<file path="src/rtl/kruskal_min_spanning_tree_top_macros.svh">
// ----------------------------------------------------------------------------
// Kruskal MST assertion macros
// Shared concurrent assertion forms for the spanning tree block.
// ----------------------------------------------------------------------------
`ifndef KRUSKAL_MIN_SPANNING_TREE_TOP_MACROS_SVH
`define KRUSKAL_MIN_SPANNING_TREE_TOP_MACROS_SVH

// same-cycle implication
`define KMST_ASSERT_NOW(label, ante, cons) \
    label: assert property (@(posedge i_clk) disable iff (!i_rst_n) (ante) |-> (cons)) \
        else $error("kmst assertion failed");

// next-cycle implication
`define KMST_ASSERT_NEXT(label, ante, cons) \
    label: assert property (@(posedge i_clk) disable iff (!i_rst_n) (ante) |=> (cons)) \
        else $error("kmst assertion failed");

`endif

</file>
<file path="src/rtl/kmst_pkg.sv">
// ----------------------------------------------------------------------------
// Kruskal MST package
// Types and constants shared by the spanning tree block.
// ----------------------------------------------------------------------------
package kmst_pkg;

    localparam int MAX_VERTICES = 16;
    localparam int MAX_EDGES    = 256;
    localparam int WEIGHT_BITS  = 16;
    localparam int VTX_BITS     = 4;
    localparam int EDGE_AW      = 8;
    localparam int COST_BITS    = 20;
    localparam int NV_BITS      = 5;

    localparam logic RESULT_EDGE    = 1'b0;
    localparam logic RESULT_SUMMARY = 1'b1;

    typedef struct packed {
        logic [VTX_BITS-1:0]    cell_row;
        logic [VTX_BITS-1:0]    cell_col;
        logic [WEIGHT_BITS-1:0] cell_weight;
        logic                   cell_present;
        logic                   last_cell;
    } t_cell_req;

    typedef struct packed {
        logic                   result_kind;
        logic [VTX_BITS-1:0]    tree_from;
        logic [VTX_BITS-1:0]    tree_to;
        logic [WEIGHT_BITS-1:0] tree_weight;
        logic [COST_BITS-1:0]   total_cost;
        logic                   connected;
        logic                   is_last;
    } t_result;

    typedef struct packed {
        logic [VTX_BITS-1:0]    from_vtx;
        logic [VTX_BITS-1:0]    to_vtx;
        logic [WEIGHT_BITS-1:0] weight;
    } t_edge;

    typedef struct packed {
        logic                clear;
        logic                find_start;
        logic [VTX_BITS-1:0] find_vtx;
        logic                link_en;
        logic [VTX_BITS-1:0] link_from;
        logic [VTX_BITS-1:0] link_to;
    } t_uf_cmd;

    typedef struct packed {
        logic                done;
        logic [VTX_BITS-1:0] root;
    } t_uf_sts;

endpackage

</file>
<file path="src/rtl/kmst_uf.sv">
// ----------------------------------------------------------------------------
// Kruskal MST union-find unit
// Parent links with root flags and a walker that finds a root one hop a cycle.
// ----------------------------------------------------------------------------
module kmst_uf (
    input  logic              i_clk,
    input  logic              i_rst_n,
    input  kmst_pkg::t_uf_cmd i_cmd,
    output kmst_pkg::t_uf_sts o_sts
);

    logic [kmst_pkg::VTX_BITS-1:0]     r_parent [kmst_pkg::MAX_VERTICES];
    logic [kmst_pkg::MAX_VERTICES-1:0] r_nonroot;
    logic [kmst_pkg::VTX_BITS-1:0]     r_cur;
    logic                              r_busy;

    always_ff @(posedge i_clk) begin
        if (!i_rst_n) begin
            r_nonroot <= '0;
            r_busy    <= 1'b0;
        end else begin
            if (i_cmd.clear) begin
                r_nonroot <= '0;
            end else if (i_cmd.link_en) begin
                r_nonroot[i_cmd.link_from] <= 1'b1;
            end
            if (i_cmd.find_start) begin
                r_busy <= 1'b1;
            end else if (r_busy && !r_nonroot[r_cur]) begin
                r_busy <= 1'b0;
            end
        end
        if (i_cmd.link_en) begin
            r_parent[i_cmd.link_from] <= i_cmd.link_to;
        end
        if (i_cmd.find_start) begin
            r_cur <= i_cmd.find_vtx;
        end else if (r_busy && r_nonroot[r_cur]) begin
            r_cur <= r_parent[r_cur];
        end
    end

    assign o_sts.done = r_busy && !r_nonroot[r_cur];
    assign o_sts.root = r_cur;

endmodule

</file>
<file path="config.mk">
export PLATFORM = sky130hd
export DESIGN_NAME = kmst_uf
export DESIGN_NICKNAME = d
export VERILOG_FILES = /design/src/rtl/kruskal_min_spanning_tree_top_macros.svh /design/src/rtl/kmst_pkg.sv /design/src/rtl/kmst_uf.sv
export SDC_FILE = /design/constraint.sdc
export NUM_CORES = 1
export LEC_CHECK = 0
export BUFFER_PORTS_ARGS = -buffer_cell sky130_fd_sc_hd__buf_4
export CAP_MARGIN = 15
export CELL_PAD_IN_SITES_DETAIL_PLACEMENT = 1
export CELL_PAD_IN_SITES_GLOBAL_PLACEMENT = 2
export CORE_MARGIN = 5
export CORE_UTILIZATION = 41
export DETAILED_ROUTE_END_ITERATION = 7
export PLACE_DENSITY_LB_ADDON = 0.25
export SYNTH_ARGS = -nofsm -noshare
export SYNTH_HDL_FRONTEND = slang
export SYNTH_SLANG_ARGS = --single-unit
</file>
<file path="constraint.sdc">
create_clock -name i_clk -period 2.08 [get_ports i_clk]
set_clock_uncertainty 0.2 [all_clocks]
set_input_delay 0.104 -clock i_clk [delete_from_list [all_inputs] [get_ports i_clk]]
set_output_delay 0.104 -clock i_clk [all_outputs]
set_load 0.02 [all_outputs]
</file>
* After elaboration in Yosys (flattened, before gate mapping)
Memory sizes are Yosys's and may differ from the RTL's. A register that Yosys moved wholly into a read port is not among the register bits. Cells that the tools add are included.
Storage, ports and cells: word-level logic and storage cells 27, register bits after elaboration 21, memory bits (writable) 64, input bits 17, memories kept 1
Memories:
- r_parent | depth 16, width 4, rd ports 1, clocked after Yosys merged registers in 1, wr ports 1, line kmst_uf.sv:12 | logic [kmst_pkg::VTX_BITS-1:0] r_parent [kmst_pkg::MAX_VERTICES];
Cells by class: multiplexer cells 11, bitwise gates (word level) 2, magnitude comparators 3, reductions and logical operators 7
Operator list (number):
- OR 16 bit | 1
- two-way mux 4 bit | 3
- less-than comparator 4 x 5 -> 1 bit (second input constant) | 2
- two-way mux 1 bit | 6
- binary-select mux 1 bit (select 4 bit) | 1
- demux 1 bit (select 4 bit) | 1
- greater-or-equal comparator 4 x 1 -> 1 bit (second input constant) | 1
- nonzero test 2 bit | 2
- logical AND 1 bit | 3
- OR reduction 2 bit | 1
- zero test 1 bit | 1
- NOT 1 bit | 1

* Longest topological paths before layout
word-level depth 6, depth in mapped cells 6, depth with buffers taken out 5

* Worst setup path before layout
No wires, ideal clock.
path type reg-to-reg, start point reg r_cur[1] (netlist bit), end point reg with a tool-made name, cell stages (with the launch flop) 6, clock period less this slack 2.204 ns, library setup time 0.123 ns, data arrival time 1.881 ns, buffers on the path 0, data required time 1.757 ns, path slack -0.124 ns, path through edfxtp_1 -> mux4_1 -> nand2b_1 -> a41oi_2 -> o21ai_2 -> mux2_1
RTL lines:
- start: declaration | line kmst_uf.sv:14 | logic [kmst_pkg::VTX_BITS-1:0] r_cur;
- start signal: assignment | line kmst_uf.sv:37 | r_cur <= i_cmd.find_vtx;
- start signal: assignment | line kmst_uf.sv:39 | r_cur <= r_parent[r_cur];

==> key figures <==
STA
  • Final hold vios: 0
  • Final worst slack: -0.1120 ns
  • Max-slew violations: 0
  • Highest clock rate: 456.2 MHz
  • Rel. slew slack: 24.32%
  • RSZ-0062 raised after global routing: yes
  • Slew @ Worst Pin: 1.133 ns
  • Fin crit share: 105.4%
  • Final Setup Violations: 8
  • Min Tclk post-route: 2.192 ns

Layout
  • NumNets Final: 270
  • Fillers: 850
  • Syn-to-layout area delta: 20.87%
  • Antenna diodes: 0
  • Share of cells above drive strength 1: 33.72%
  • Post-route design area: 4298 µm²

Clock network
  • Number of CTS-inserted buffers: 9
  • CTS root buf: clkbuf_8
  • Skew-Pair Late Insertion Delay: 0.35 ns
  • Bufs on Longest Clock Path: 2
  • CTS Sinks: 89
  • CTS tree: done
  • Clock transition at path regs: 0.08 ns
  • CTS H-tree lvls: 3

Global route
  • Vias in the first global route: 2071
  • Initial antenna violation count: 0
  • Largest net degree at the start of global routing: 25
  • First-pass GRT wire length: 12300 µm
  • Grt total ovfl: 0
  • Total Routing Usage GR: 16.63%

Synth
  • Post-Synth Adder-Cell Area: 0%
  • Post-synthesis xor/xnor area fraction: 0%
  • Simple-Gate Fraction of Synth Area: 5.419%
  • Synth Cell Area: 3556 µm²
  • Synth area leaders: edfxtp_1 (57%), dfxtp_1 (12%), mux4_2 (8.2%), mux2i_1 (6.8%), o21a_1 (3.4%)
  • Post-synth EDFFs: 68
  • Post-synthesis mux area share: 17.00%
  • Register area share after synthesis: 69.25%
  • Main combinational cell family by area after synthesis: multiplexers
  • Synth unique cells: 28
  • YS warnings: 0
  • Post-synthesis compound-gate area fraction: 6.298%
  • Post-Synthesis Cells: 203
  • Seq cells post-synth: 89
  • Synthesized Nets: 220
  • Syn_area_per_cell: 17.52 µm²
  • Synth Flop Type: edfxtp_1
  • Synth area leader: edfxtp_1
  • Top cell type's share of synthesized area: 57.42%
  • Async SR Flop Fraction: 0%

Power and ir drop
  • P_sw: 1.142 mW
  • Worst VDD drop: 0.4180 mV
  • Leakage: 1.545 nW
  • Sequential Power Share: 47.6%
  • Net Sw Frac: 26.26%
  • Pwr Density: 1012 nW/µm²
  • Logic pwr share: 22.9%
  • Pwr Total: 4.351 mW
  • Clock network power share: 29.5%
  • Int Pwr: 3.208 mW

Critical path
  • Launching element type of the critical path: flip-flop
  • Critical path cell sequence: mux4_2, nand2b_4, nand3_4, nand2_2, a31oi_2, buf_4
  • Worst-path cell with the longest stage delay: mux4_2
  • Worst setup EP type: output pin
  • Critical Path RT: 1.78 ns
  • Kind of critical path: flip-flop to output pin
  • Crit-path max FO: 2
  • WP data arrival: 1.89 ns
  • Worst path max stage delay: 0.52 ns

Detailed routing
  • Vias: 1923
  • Detailed-route vias per instance: 5.254
  • # DRC: 0
  • DRT iter0 DRCs: 72
  • Routed Antenna Nets: 0
  • Wirelength per Cell: 21.73 µm
  • 1st-pass router iterations: 4
  • Total Wirelength: 7954 µm

Run
  • Max Cap Viol: 0

Outcome
  • Status: finished, violations left
  • Failing checks: setup timing

Placed design
  • RePlAce Congestion: 0.7720
  • Placed Area: 3958 µm²
  • Post-DP HPWL: 5676 µm
  • PortBufs: 21

Floorplanning
  • Core area: 8593 µm²
  • Die Y-Extent: 103.1 µm
  • Initial Utilization: 41.38%
  • # IOs: 22
  • FP Rows: 34
  • Die area: 10640 µm²
  • DIE WIDTH: 103.1 µm

Worst hold path
  • Hold/Removal Path Class: primary input to flip-flop
-- placed cells by master, fill, tap and decap left out, types with 3 or more instances in the layout --
cell type,netlist,final
a221oi_2,4,4
buf_4,0,36
buf_6,1,4
clkbuf_8,0,9
dfxtp_1,21,21
dlygate4sd3_1,0,5
edfxtp_1,68,68
mux2_4,0,3
mux2i_1,24,24
mux4_2,13,14
nor2_1,14,14
nor2b_1,7,7
nor3_1,4,4
o21a_1,16,16
-- layer usage --
| metal | share of wire (%) | GRT usage [%] |
|---|---|---|
| met1 | 46 | 21.76 |
| met2 | 51 | 26.89 |
| met3 | 2.3 | 3.654 |
| met4 | 1.4 | 6.873 |
| met5 | 0 | 0 |
-- flip-flops by register name, indices dropped and copies added, names as in the netlist, named ones only --
signal,flops
r_busy,1
r_cur,4
r_nonroot,16
r_parent,64
-- per-stage QoR --
step	hold WS [ns]	TNS (ns)	cells	util, %	setup WS, ns
floorplan	0.002869	-0.2279	203	-	-0.05697
global placement	0.1184	0	342	46.05	0.03438
detailed placement	0.1286	0	342	46.05	0.01810
CTS	0.004198	-0.4989	364	49.62	-0.1236
global route	0.03511	-1.007	366	50.01	-0.1937
finish	0.05323	-0.5649	366	50.01	-0.1120
-- layout make-up --
class,instances,area [µm²],share of cell area (%)
repair buffers,47,405.4,9.432
well taps,108,135.1,3.144
multi-input cells,105,1081,25.15
clock inverters,5,78.83,1.834
flip-flops and latches,89,2462,57.29
clock buffers,11,131.4,3.057
inverters,1,3.754,0.08734
-- power by group through the flow --
stage | registers (mW) | logic, mW | clock network, mW
after global routing | 2.08 | 1.06 | 1.40
after global placement | 2.11 | 0.913 | 0
final | 2.07 | 0.998 | 1.28
after CTS | 2.07 | 0.977 | 1.32
after detailed placement | 2.11 | 0.934 | 0
after floorplan | 2.10 | 0.650 | 0
-- critical path: cells and delay by family, from the launching register on --
family,cells,cell delay (ns)
mux,1,0.52
flops,1,0.42
simple gates,3,0.31
buf+inv,1,0.16
compound gates,1,0.14
-- synth_stat cells, types with 4 or more instances --
library cell / n
nor2_1: 14
nor2b_1: 7
mux2i_1: 24
o21a_1: 16
mux2_1: 4
mux4_2: 13
edfxtp_1: 68
nor3_1: 4
nand2b_1: 4
a221oi_2: 4
dfxtp_1: 21
-- timing repair --
| item | CTS | global route |
|---|---|---|
| hold buffers | 5 | 0 |
| resized for setup | 8 | 5 |
| endpoints found under the setup margin | 1 | 7 |
| endpoints found under the hold margin | 65 | 0 |
| setup buffers | 1 | 2 |
| pin swaps | 2 | 0 |
-- final timing paths --
kind         depth (start not counted)            to  slack (ns)    startpoint
max                                  6      o_sts[4]       -0.11      r_cur[0]
min                                  3      r_cur[0]        0.05     i_cmd[13]
max reg2reg                          7     flip-flop       -0.10      r_cur[0]
min reg2reg                          1  r_nonroot[9]        0.27  r_nonroot[9]
-- cell families (layout without fill, tap and decap cells) --
logic type	after synthesis	count (layout)
compound gates	25	25
flops	89	89
mux	42	42
simple gates	38	38
buf+inv	9	64
No activity file was read; power rests on OpenSTA's default activity.
